--- src/hdl/dsd_to_pcm_decimator_defines.svh ---
// Assertion helpers for the decimator. Clock and reset are taken by name.
`ifndef DSD_TO_PCM_DECIMATOR_DEFINES_SVH
`define DSD_TO_PCM_DECIMATOR_DEFINES_SVH

// same-cycle implication
`define DTP_ASSERT_IMP(lbl, ante, cons, msg) \
    lbl: assert property (@(posedge i_clk) disable iff (!i_rst_n) (ante) |-> (cons)) \
        else $error(msg);

// next-cycle implication
`define DTP_ASSERT_NXT(lbl, ante, cons, msg) \
    lbl: assert property (@(posedge i_clk) disable iff (!i_rst_n) (ante) |=> (cons)) \
        else $error(msg);

`endif

--- src/hdl/dtp_pkg.sv ---
package dtp_pkg;

    localparam int COEF_BITS          = 24;
    localparam int OUT_BITS           = 32;
    localparam int MAX_DECIMATION_DEF = 256;
    localparam int JOB_POS_W          = 10;
    localparam int ENTRY_W            = 12;
    localparam int TAPS_PER_GROUP     = 8;
    localparam int CFG_DATA_W         = 40;

    localparam logic [1:0] KIND_COEF  = 2'd0;
    localparam logic [1:0] KIND_DATA  = 2'd1;
    localparam logic [1:0] KIND_FLUSH = 2'd2;
    localparam logic [1:0] KIND_REPOS = 2'd3;

    localparam logic [1:0] CFG_CHANNELS = 2'd0;
    localparam logic [1:0] CFG_DEC_LOG2 = 2'd1;
    localparam logic [1:0] CFG_TOTAL    = 2'd2;

    localparam logic [1:0] CHAN_STEREO = 2'd2;
    localparam logic [3:0] LOG2_MIN    = 4'd4;
    localparam logic [3:0] LOG2_MAX    = 4'd8;

    localparam logic STATUS_FRAME  = 1'b0;
    localparam logic STATUS_REJECT = 1'b1;

    typedef struct packed {
        logic [1:0]         kind;
        logic [12:0]        coef_index;
        logic signed [23:0] coef_value;
        logic [7:0]         byte_left;
        logic [7:0]         byte_right;
        logic [36:0]        start_byte;
        logic [36:0]        start_frame;
    } t_in_item;

    typedef struct packed {
        logic signed [31:0] sample_left;
        logic signed [31:0] sample_right;
        logic               status;
    } t_out_item;

    typedef struct packed {
        logic                 reject;
        logic                 stereo;
        logic [3:0]           l;
        logic [JOB_POS_W-1:0] pos;
    } t_job;

    typedef struct packed {
        logic                 we0;
        logic                 we1;
        logic [JOB_POS_W-1:0] addr;
        logic [ENTRY_W-1:0]   data0;
        logic [ENTRY_W-1:0]   data1;
    } t_ring_wr;

    typedef struct packed {
        logic                        we;
        logic [2:0]                  bank;
        logic [JOB_POS_W-1:0]        row;
        logic signed [COEF_BITS-1:0] value;
    } t_coef_wr;

endpackage

--- src/hdl/dtp_queue.sv ---
module dtp_queue (
    input  logic          i_clk,
    input  logic          i_rst_n,
    input  logic          i_push,
    input  dtp_pkg::t_job i_job,
    input  logic          i_pop,
    output logic          o_valid,
    output logic          o_full,
    output dtp_pkg::t_job o_job
);

    dtp_pkg::t_job r_ent [2];
    logic          r_wp;
    logic          r_rp;
    logic [1:0]    r_cnt;

    always_ff @(posedge i_clk) begin
        if (!i_rst_n) begin
            r_wp  <= 1'b0;
            r_rp  <= 1'b0;
            r_cnt <= 2'd0;
        end else begin
            if (i_push) begin
                r_wp <= ~r_wp;
            end
            if (i_pop) begin
                r_rp <= ~r_rp;
            end
            r_cnt <= r_cnt + 2'(i_push) - 2'(i_pop);
        end
    end

    always_ff @(posedge i_clk) begin
        if (i_push) begin
            r_ent[r_wp] <= i_job;
        end
    end

    assign o_valid = (r_cnt != 2'd0);
    assign o_full  = (r_cnt == 2'd2);
    assign o_job   = r_ent[r_rp];

endmodule

--- config.mk ---
export PLATFORM = sky130hd
export DESIGN_NAME = dtp_queue
export DESIGN_NICKNAME = d
export VERILOG_FILES = /design/src/hdl/dsd_to_pcm_decimator_defines.svh /design/src/hdl/dtp_pkg.sv /design/src/hdl/dtp_queue.sv
export SDC_FILE = /design/constraint.sdc
export NUM_CORES = 1
export LEC_CHECK = 0
export BUFFER_PORTS_ARGS = -buffer_cell sky130_fd_sc_hd__clkbuf_2
export CELL_PAD_IN_SITES_DETAIL_PLACEMENT = 2
export CELL_PAD_IN_SITES_GLOBAL_PLACEMENT = 2
export CORE_UTILIZATION = 37
export CTS_CLUSTER_DIAMETER = 100
export CTS_CLUSTER_SIZE = 8
export DETAILED_ROUTE_END_ITERATION = 8
export PLACE_DENSITY = 0.77
export SLEW_MARGIN = 20
export SYNTH_ARGS = -nofsm -noshare
export SYNTH_HDL_FRONTEND = slang
export SYNTH_SLANG_ARGS = --single-unit
--- constraint.sdc ---
create_clock -name i_clk -period 1.9 [get_ports i_clk]
set_input_delay 0 -clock i_clk [delete_from_list [all_inputs] [get_ports i_clk]]
set_output_delay 0 -clock i_clk [all_outputs]
set_load 0.01 [all_outputs]
# --- Word level (Yosys, flattened, before mapping) ---
# Memory sizes are Yosys's and may differ from the RTL's. A register that Yosys moved wholly into a read port is not among the register bits.
# Cells that the tools add are included.
word_totals:
  word_cells: 14
  mem_bits_rw: 32
  mem_count: 1
  regBits: 4
  inputBits: 20
  output_inout_bits: 18
classes:
  eq_ne: 1
  add_sub_neg: 2
  n_mux: 4
  bitwise_logic: 2
  n_reduce_logical: 1
mem_list:
  columns: ["name", "words", "word_bits", "read_ports", "rd_clocked_by_memory_dff", "wr", "line_no", "rtl"]
  rows:
  - ["r_ent", 2, 16, 1, 1, 1, "dtp_queue.sv:12", "dtp_pkg::t_job r_ent [2];"]
ops:
  columns: ["operator", "count"]
  rows:
  - ["$mux 1", 4]
  - ["$add 2x1->2", 1]
  - ["$eq 2x2->1 const B", 1]
  - ["$not 1->1", 2]
  - ["$reduce_bool 2->1", 1]
  - ["$sub 2x1->2", 1]

# --- Logic depth before layout (Yosys ltp) ---
# Gate-level depths: netlist of run 1.
depth:
  word_depth: 3
  depth_mapped: 6
  mapped_depth_nobuf: 6

# --- Worst setup path after synthesis of run 1 ---
# Ideal clock, no wire load.
synth_path:
  kind: "reg-to-reg"
  start: "reg r_wp"
  end: "mem r_ent[0][0] (netlist name), enable pin"
  setup_ns: 0.392
  synth_period_minus_slack_ns: 1.470
  n_path_buf: 0
  t_required_ns: 1.508
  arrival_time_ns: 1.078
  path_stages_with_launch: 2
  setup_slack_ns: 0.430
  cell_sequence: "dfxtp_1 nor2b_1"
synth_rtl:
  columns: ["element", "line_no", "rtl"]
  rows:
  - ["start: declaration", "dtp_queue.sv:13", "logic r_wp;"]
  - ["start signal: assignment", "dtp_queue.sv:24", "r_wp <= ~r_wp;"]
  - ["end: declaration", "dtp_queue.sv:12", null]
# Straight into the memory's write port.

==> results.cfg, run 1 <==
[power_and_ir_drop]
leakage_nw = 0.8017
powerDensity_nw_per_um2 = 964.2
vdd_drop_max_v = 0.0005651

[place]
gp_congestion = 0.5746
dp_slack_ns = 0.6249
hpwl_microns = 2008
port_buffers = 37

[sta]
finalHoldViolations = 0
finalClockSkew_ns = 0.003732
worst_pin_slew_ns = 0.3608
fin_crit_sh_pct = 82.55
rsz0062_at_grt = false
timing.fmax_ghz = 0.6375
finalSetupTns_ns = 0
finalSetupViolCount = 0
relSlewSlack_pct = 75.91
final.min_clock_period_ns = 1.569
final_max_slew_viol_count = 0
finalWorstSetupSlack_ns = 0.3315

[floorplanning]
core_area_sq_um = 3689
ios = 38
std_cell_rows = 22
initial_core_util_pct = 38.98
die_w_microns = 64.34
die_y_microns = 64.34
die_area_sq_um = 4139

[clock_tree]
cts_buffers = 5
cts_buffer_depth = 2
ctsHoldBuffers = 17
tritoncts = done
clock-sinks = 37
cts_resized = 0
cts.clk_slew.worst_paths_ns = 0.07
insertion_delay_ns = 0.29
cts_setup_buffers = 0
htreeDepth = 2
cts_root_buffer = clkbuf_8

[drt]
via_count = 811
wl_microns = 2831
wl_per_cell_microns = 15.55
drc = 0
vias_per_cell = 4.456
first_pass_iters = 3
drt_iter0_markers = 7
antenna_left = 0

[critical_path]
critical_path_class = flop to output pin
cp_top_family = flip-flops
worstPathRequired_ns = 1.90
cp-start-kind = flop
crit_chain = buf_4 -> mux2_4 -> clkbuf_2
crit_path_end_kind = output pin
arrival_ns = 1.57
path_buf_inv = 2
slowest_delay_ns = 0.54
slowest_stage = dfxtp_1
cp_max_fo = 9

[grt]
grt_antenna_before_repair = 0
grt_max_degree = 13
grt_pass1_vias = 875
grt_pass1_wl_microns = 4374
grt_remaining_overflow = 0
grt.total_usage_pct = 15.78

[final_layout]
num-nets-final = 155
fillers = 349
drive_above_1_share_pct = 47.76
syn_to_final_growth_pct = 35.86
utilization_pct = 52.95
num_antenna_cells = 0

[logic_synthesis]
synth_fp_nets = 93
ys_types = 14
synth_warnings = 0
synth_top_cell_area_share_pct = 66.84
syn_area_sq_um = 1438
yosys.area.top_type = edfxtp_1
ys_seq_area_share_pct = 73.80
syn_inst = 71
synth_area_per_cell_sq_um = 20.25
synth_area_leaders = edfxtp_1, mux2_4, dfxtp_1, mux2_2, and2_1
synth-seq-cells = 37

[worst_hold_path]
min_path_type = primary input to flop

[outcome]
outcome = finished clean

[run]
cap_violations = 0
-- worst min-delay path, delay by kind of cell --
family        cells  cell delay (ns)
xor+xnor          1             0.07
buf+inv           1             0.10
simple gates      1             0.15
-- power breakdown --
part / switching [W] / total (W) / internal, W / leakage, nW
clock network: 0.000259 / 0.000646 / 0.000387 / 0.0528
logic: 0.000115 / 0.000274 / 0.000159 / 0.407
registers: 0.0000260 / 0.000964 / 0.000938 / 0.342
total: 0.000400 / 0.00188 / 0.00148 / 0.802
-- cell families (layout without fill, tap and decap cells) --
| logic type | count (synthesis) | after routing | synth area share [%] |
|---|---|---|---|
| flops | 37 | 37 | 73.80 |
| buf+inv | 4 | 67 | 2.698 |
| fa+ha+maj | 2 | 2 | 1.740 |
| xor+xnor | 2 | 2 | 2.176 |
| mux | 16 | 16 | 15.14 |
| compound gates | 1 | 1 | 0.5224 |
| simple gates | 9 | 9 | 3.916 |
-- path summary, 6_finish.rpt --
check / start / to / slack, ns / cells after the start
max: flop / o_job[11] / 0.33 / 3
min: i_pop / r_rp$_SDFFE_PN0P_ / 0.08 / 3
max reg2reg: r_cnt[0]$_SDFF_PN0_ / r_cnt[1]$_SDFF_PN0_ / 0.64 / 6
min reg2reg: r_rp$_SDFFE_PN0P_ / r_rp$_SDFFE_PN0P_ / 0.59 / 2
-- through the flow --
stage	instances	hold WS, ns	total power [W]	cell area, sq um
floorplan	71	0.09887	0.001139	1438
global placement	157	0.1887	0.001215	1677
detailed placement	157	0.1953	0.001234	1677
CTS	182	0.08057	0.001917	1953
global route	182	0.09618	0.001967	1953
finish	182	0.08277	0.001883	1953
-- metal layers --
| layer | share of wire [%] | global-route usage [%] | vias up |
|---|---|---|---|
| li1 | - | - | 386 |
| met1 | 36 | 14.78 | 389 |
| met5 | 0 | 0 | - |
| met4 | 1.7 | 6.667 | 0 |
| met3 | 5.5 | 6.071 | 5 |
| met2 | 57 | 29.87 | 31 |
-- placed cells by master, fill, tap and decap left out, types with 2 or more instances in the layout --
cell type	instances
nor2b_1	3
dfxtp_1	5
and2_1	4
mux2_4	10
mux2_2	6
inv_1	2
edfxtp_1	32
buf_4	3
clkbuf_8	5
dlygate4sd3_1	17
clkbuf_2	37
ha_1	2
-- Yosys cell counts (all sizes together) --
master	number
and2	4
mux2	16
ha	2
or2	1
dfxtp	5
inv	2
o21a	1
edfxtp	32
buf	2
xor2	1
nor2b	4
xnor3	1
-- area by class of cell --
cell class | instances | area [sq um] | share of cell area, %
inverters | 2 | 7.507 | 0.3844
multi-input cells | 30 | 340.3 | 17.42
flip-flops and latches | 37 | 1061 | 54.32
repair buffers | 57 | 377.9 | 19.35
clock inverters | 2 | 33.78 | 1.730
clock buffers | 6 | 72.57 | 3.716
well taps | 48 | 60.06 | 3.075
-- registers in the layout, summed over array words and instances (netlist names), named ones only --
| signal | count |
|---|---|
| r_rp | 1 |
| r_wp | 1 |
| r_ent | 32 |
| r_cnt | 2 |
(Power assumes the default switching activity.)
==> run 2, diff against run 1 <==
--- a/config.mk
+++ b/config.mk
@@ -5,14 +5,15 @@
 export SDC_FILE = /design/constraint.sdc
 export NUM_CORES = 1
 export LEC_CHECK = 0
+export ABC_AREA = 1
 export BUFFER_PORTS_ARGS = -buffer_cell sky130_fd_sc_hd__clkbuf_2
 export CELL_PAD_IN_SITES_DETAIL_PLACEMENT = 2
 export CELL_PAD_IN_SITES_GLOBAL_PLACEMENT = 2
-export CORE_UTILIZATION = 37
+export CORE_UTILIZATION = 35
 export CTS_CLUSTER_DIAMETER = 100
 export CTS_CLUSTER_SIZE = 8
 export DETAILED_ROUTE_END_ITERATION = 8
-export PLACE_DENSITY = 0.77
+export PLACE_DENSITY = 0.75
 export SLEW_MARGIN = 20
 export SYNTH_ARGS = -nofsm -noshare
 export SYNTH_HDL_FRONTEND = slang
==> constraint.sdc (replaced) <==
create_clock -name i_clk -period 1.6 [get_ports i_clk]
set_input_delay 0 -clock i_clk [delete_from_list [all_inputs] [get_ports i_clk]]
set_output_delay 0 -clock i_clk [all_outputs]
set_load 0.01 [all_outputs]
==> run 2 against run 1 <==
Net effect: non-clock buffer count grew 1; worst hold slack lost 0.064 ns; setup slack lost 0.23 ns; synthesized cell count grew 17%; die area grew 5.4%; clock-buffer cell count shrank 1; via count grew 9.0%; critical path depth is the same; register-to-register slack lost 0.37 ns; total power grew 8.3%; global-route usage grew 1.5 points.
==> results.cfg, run 2 <==
[outcome]
outcome = finished clean

[critical_path]
worstPathRequired_ns = 1.60
cp-start-kind = flop
cp_top_family = flip-flops
slowest_delay_ns = 0.53
arrival_ns = 1.50
cp_max_fo = 11
crit_chain = buf_12 -> mux2_2 -> clkbuf_2
critical_path_class = flop to output pin
slowest_stage = dfxtp_1
crit_path_end_kind = output pin
path_buf_inv = 2

[logic_synthesis]
synth_area_leaders = edfxtp_1, mux2_4, dfxtp_1, mux2_2, nand2_1
yosys.area.top_type = edfxtp_1
synth_flop_cell = edfxtp_1
yosysMostFrequentCell = edfxtp_1
synth_area_per_cell_sq_um = 17.29
synth-seq-cells = 37
syn_area_sq_um = 1435
synth_top_cell_area_share_pct = 66.96
synth_warnings = 0
ys_types = 12
ys_seq_area_share_pct = 73.93
synth_edf_count = 32
syn_inst = 83
synthTopCellsByCount = edfxtp_1, mux2_4, nand2_1
synth_fp_nets = 105
synth_async_sr_flop_share_pct = 0

[sta]
finalSetupViolCount = 0
worst_pin_slew_ns = 0.3484
finalClockSkew_ns = 0.004831
finalSetupTns_ns = 0
final_max_slew_viol_count = 0
finalWorstSetupSlack_ns = 0.1027
relSlewSlack_pct = 76.74
final.min_clock_period_ns = 1.497
rsz0062_at_grt = false
finalHoldViolations = 0
fin_crit_sh_pct = 93.58
timing.fmax_ghz = 0.6679

[drt]
first_pass_iters = 2
vias_per_cell = 4.533
via_count = 884
drt_iter0_markers = 23
wl_microns = 3230
drc = 0
wl_per_cell_microns = 16.56
antenna_left = 0

[floorplanning]
std_cell_rows = 22
die_w_microns = 66.04
die_y_microns = 66.04
die_area_sq_um = 4361
ios = 38
initial_core_util_pct = 37.78
core_area_sq_um = 3799

[final_layout]
num-nets-final = 168
regArea_sq_um = 1061
syn_to_final_growth_pct = 36.27
largest_reg_flops = 32
final_cell_mix = clkbuf_2, edfxtp_1, dlygate4sd3_1, mux2_4, nand2_1
num_antenna_cells = 0
drive_above_1_share_pct = 42.86
fillers = 373
multi_input_area_sq_um = 316.6
reg_top3 = r_ent x32, r_cnt x2
final_common_cell = clkbuf_2
regMostFlops = r_ent

[grt]
grt_pass1_vias = 1004
grt_antenna_before_repair = 0
grt.total_usage_pct = 17.27
grt_pass1_wl_microns = 4995
grt_remaining_overflow = 0
grt_max_degree = 12

[place]
port_buffers = 37
gp_congestion = 0.6392
hpwl_microns = 2366
dp_slack_ns = 0.2673

[power_and_ir_drop]
switchingPower_w = 0.0004775
intPower_w = 0.001562
leakage_nw = 0.8321
clock_power_share_pct = 29.5
powerDensity_nw_per_um2 = 1043
comb_power_share_pct = 14.7
p_seq_share_pct = 55.8
vdd_drop_max_v = 0.0004132
p_sw_share_pct = 23.42

[clock_tree]
cts_root_buffer = clkbuf_8
cts.clk_slew.worst_paths_ns = 0.06
cts_buffer_depth = 2
htreeDepth = 2
tritoncts = done
cts_setup_buffers = 0
clock-sinks = 37
cts_buffers = 5
insertion_delay_ns = 0.29

[worst_hold_path]
min_path_type = primary input to flop

[run]
cap_violations = 0
## run 2: changes by cell type after synthesis, sizes merged
cell   delta
nand2     +9
nor2      +8
inv       +5
and2      -4
nor2b     -4
a21oi     +1
nand3     +1
o21a      -1
or2       -1
xnor3     -1
xor2      -1
## run 2: worst paths after layout
kind | start | to | slack [ns] | depth (start not counted)
worst min register to register | r_rp$_SDFFE_PN0P_ | r_rp$_SDFFE_PN0P_ | 0.52 | 2
worst max register to register | r_cnt[0]$_SDFF_PN0_ | r_cnt[1]$_SDFF_PN0_ | 0.27 | 8
worst min-delay path | i_pop | r_rp$_SDFFE_PN0P_ | 0.02 | 3
worst max-delay path | flop | o_job[4] | 0.10 | 3
## run 2: layout make-up
| cell class | count | share of cell area [%] |
|---|---|---|
| sequential | 37 | 54.25 |
| inverter | 7 | 1.344 |
| clock buffer | 5 | 3.519 |
| timing repair buffer | 58 | 20.99 |
| clock inverter | 3 | 0.6398 |
| multi-input combinational | 37 | 16.19 |
| tap | 48 | 3.071 |
## run 2: timing repair
action                    4_1_cts  5_1_grt
resized for setup               0        0
hold endpoints to repair       35        0
hold buffers                   17        0
## run 2: per-stage QoR
| step | util, % | instance area, sq um | power (W) | instances | hold WS, ns |
|---|---|---|---|---|---|
| after global routing | 51.48 | 1956 | 0.002149 | 195 | 0.03172 |
| after floorplan | - | 1435 | 0.001306 | 83 | 0.09345 |
| final | 51.48 | 1956 | 0.002039 | 195 | 0.01857 |
| after global placement | 44.86 | 1704 | 0.001400 | 170 | 0.1905 |
| after CTS | 51.48 | 1956 | 0.002058 | 195 | 0.006387 |
| after detailed placement | 44.86 | 1704 | 0.001432 | 170 | 0.1985 |
## run 2: power by group through the flow
stage / sequential [W] / combinational (W) / clock [W]
after CTS: 0.00114 / 0.000305 / 0.000614
after global placement: 0.00115 / 0.000251 / 0
final: 0.00114 / 0.000300 / 0.000601
after detailed placement: 0.00116 / 0.000271 / 0
after floorplan: 0.00114 / 0.000162 / 0
after global routing: 0.00114 / 0.000330 / 0.000678
## run 2: worst register-to-register path: stages, from the launching register on
cell,delay [ns]
dfxtp_1,0.34
inv_1,0.06
ha_1,0.26
inv_1,0.04
ha_1,0.19
inv_1,0.07
nand2_1,0.07
a21oi_1,0.14
nor2_1,0.06
## run 2: cells by family after synthesis
logic type / Yosys count / share of synthesized area, %
compound gates: 1 / 0.3484
buf+inv: 9 / 4.011
mux: 16 / 15.17
simple gates: 18 / 4.795
flops: 37 / 73.93
fa+ha+maj: 2 / 1.743
## run 2: routing by layer
layer	up-vias	GRT usage, %	wire length [microns]
met5	-	0	0
met4	0	6.383	50
met3	6	6.724	153
met2	28	34.82	1859
met1	430	14.70	1166
li1	420	-	-
==> run 3, diff against run 2 <==
--- a/config.mk
+++ b/config.mk
@@ -13,6 +13,7 @@
 export CTS_CLUSTER_DIAMETER = 100
 export CTS_CLUSTER_SIZE = 8
 export DETAILED_ROUTE_END_ITERATION = 8
+export MAX_ROUTING_LAYER = met4
 export PLACE_DENSITY = 0.75
 export SLEW_MARGIN = 20
 export SYNTH_ARGS = -nofsm -noshare
==> run 3 against run 2 <==
Net effect: sequential share of layout area is the same; largest cell class unchanged; via count grew 0.79%; routed wire length shrank 0.65%; sequential power is essentially flat; maximum frequency grew 0.34%; die area is the same; register-to-register slack is essentially flat; worst hold slack gained 0.0025 ns; critical path type unchanged; core utilization is the same; total power shrank 0.18%; global-route usage grew 0.47 points; clock-buffer cell count is the same.
==> results.cfg, run 3 (synthesis gave the netlist of run 2 again) <==
[drt]
antenna_left = 0
vias_per_cell = 4.569
wl_microns = 3209
drc = 0
first_pass_iters = 4
wl_per_cell_microns = 16.46
drt_iter0_markers = 18
via_count = 891

[floorplanning]
ios = 38
initial_core_util_pct = 37.78
die_y_microns = 66.04
core_area_sq_um = 3799
die_area_sq_um = 4361
std_cell_rows = 22
die_w_microns = 66.04

[grt]
grt_remaining_overflow = 0
grt_antenna_before_repair = 0
grt_max_degree = 12
grt_pass1_vias = 1005
grt_pass1_wl_microns = 4995
grt.total_usage_pct = 17.74

[sta]
finalSetupViolCount = 0
finalHoldViolations = 0
worst_pin_slew_ns = 0.3432
finalSetupTns_ns = 0
finalClockSkew_ns = 0.003587
rsz0062_at_grt = false
timing.fmax_ghz = 0.6702
final.min_clock_period_ns = 1.492
finalWorstSetupSlack_ns = 0.1078
fin_crit_sh_pct = 93.26
final_max_slew_viol_count = 0
relSlewSlack_pct = 77.09

[final_layout]
num-nets-final = 168
regMostFlops = r_ent
num_antenna_cells = 0
syn_to_final_growth_pct = 36.27
reg_top3 = r_ent x32, r_cnt x2
utilization_pct = 51.48
regArea_sq_um = 1061
layout.cells.non_filler = 195
fillers = 373
multi_input_area_sq_um = 316.6
final_common_cell = clkbuf_2
final_cell_mix = clkbuf_2, edfxtp_1, dlygate4sd3_1, mux2_4, nand2_1
drive_above_1_share_pct = 42.86
largest_reg_flops = 32

[critical_path]
cp_max_fo = 11
timing.rr.start = r_cnt[0]$_SDFF_PN0_
reg2reg_depth = 8
cp-start-kind = flop
critical_path_class = flop to output pin
rr_endpoint = r_cnt[1]$_SDFF_PN0_
crit_path_end_kind = output pin
rrSetupSlack_ns = 0.27
arrival_ns = 1.49
worstPathRequired_ns = 1.60

[power_and_ir_drop]
leakage_nw = 0.8321
vdd_drop_max_v = 0.0004135
powerDensity_nw_per_um2 = 1041

[worst_hold_path]
hold_start = i_pop
whs_endpoint = r_rp$_SDFFE_PN0P_
min_path_type = primary input to flop
hold_depth = 3

[clock_tree]
htreeDepth = 2
tritoncts = done
cts_setup_buffers = 0
cts_buffer_depth = 2
cts_resized = 0
cts_buffers = 5
cts_root_buffer = clkbuf_8
insertion_delay_ns = 0.29
cts.clk_slew.worst_paths_ns = 0.06
clock-sinks = 37

[place]
gp_congestion = 0.6445
port_buffers = 37
dp_slack_ns = 0.2673
hpwl_microns = 2366
placed_cells = 170

[run]
cap_violations = 0

[outcome]
outcome = finished clean
-- run 3: cell counts in the layout (fill, tap and decap cells not counted) --
Identical to the previous run, type by type.
-- run 3: where the power goes --
group | switching [W] | total [W] | internal (W)
Combinational | 0.000142 | 0.000300 | 0.000158
Clock | 0.000305 | 0.000598 | 0.000292
Sequential | 0.0000261 | 0.00114 | 0.00111
Total | 0.000474 | 0.00204 | 0.00156
-- run 3: critical path: stages, from the launching register on --
cell and delay (ns):
dfxtp_1 0.52, buf_12 0.21, mux2_2 0.35, clkbuf_2 0.13
-- run 3: worst max-delay path by stage --
stage | cells after the start | slack (ns) | to | start
after CTS | 3 | 0.08 | o_job[4] | flop
after detailed placement | 8 | 0.27 | r_cnt[1]$_SDFF_PN0_ | r_cnt[0]$_SDFF_PN0_
after global routing | 3 | 0.02 | o_job[4] | flop
after floorplan | 1 | 0.19 | r_ent[0][0]$_DFFE_PP_ | r_wp$_SDFFE_PN0P_
after global placement | 8 | 0.40 | r_cnt[1]$_SDFF_PN0_ | r_cnt[0]$_SDFF_PN0_
final | 3 | 0.11 | o_job[4] | flop
-- run 3: final cells by class --
type,instances,share of cell area (%)
Clock buffer,5,3.519
Clock inverter,3,0.6398
Inverter,7,1.344
Multi-Input combinational cell,37,16.19
Sequential cell,37,54.25
Tap cell,48,3.071
Timing Repair Buffer,58,20.99
-- run 3: layer usage --
metal	vias to the layer above	global-route usage [%]	part of all wire, %
met4	0	6.383	1.6
met2	28	34.82	58
met5	-	-	0
li1	420	-	-
met3	7	6.724	4.8
met1	436	14.70	36
-- run 3: timing repair --
| action | CTS | global route |
|---|---|---|
| endpoints found under the setup margin | 0 | 0 |
| hold endpoints to repair | 35 | 0 |
| hold buffers | 17 | 0 |
-- run 3: through the flow --
stage | hold slack [ns] | power (W) | cell area [sq um]
floorplan | 0.09345 | 0.001306 | 1435
global placement | 0.1905 | 0.001400 | 1704
detailed placement | 0.1985 | 0.001432 | 1704
CTS | 0.006387 | 0.002058 | 1956
global route | 0.03172 | 0.002149 | 1956
finish | 0.02103 | 0.002035 | 1956
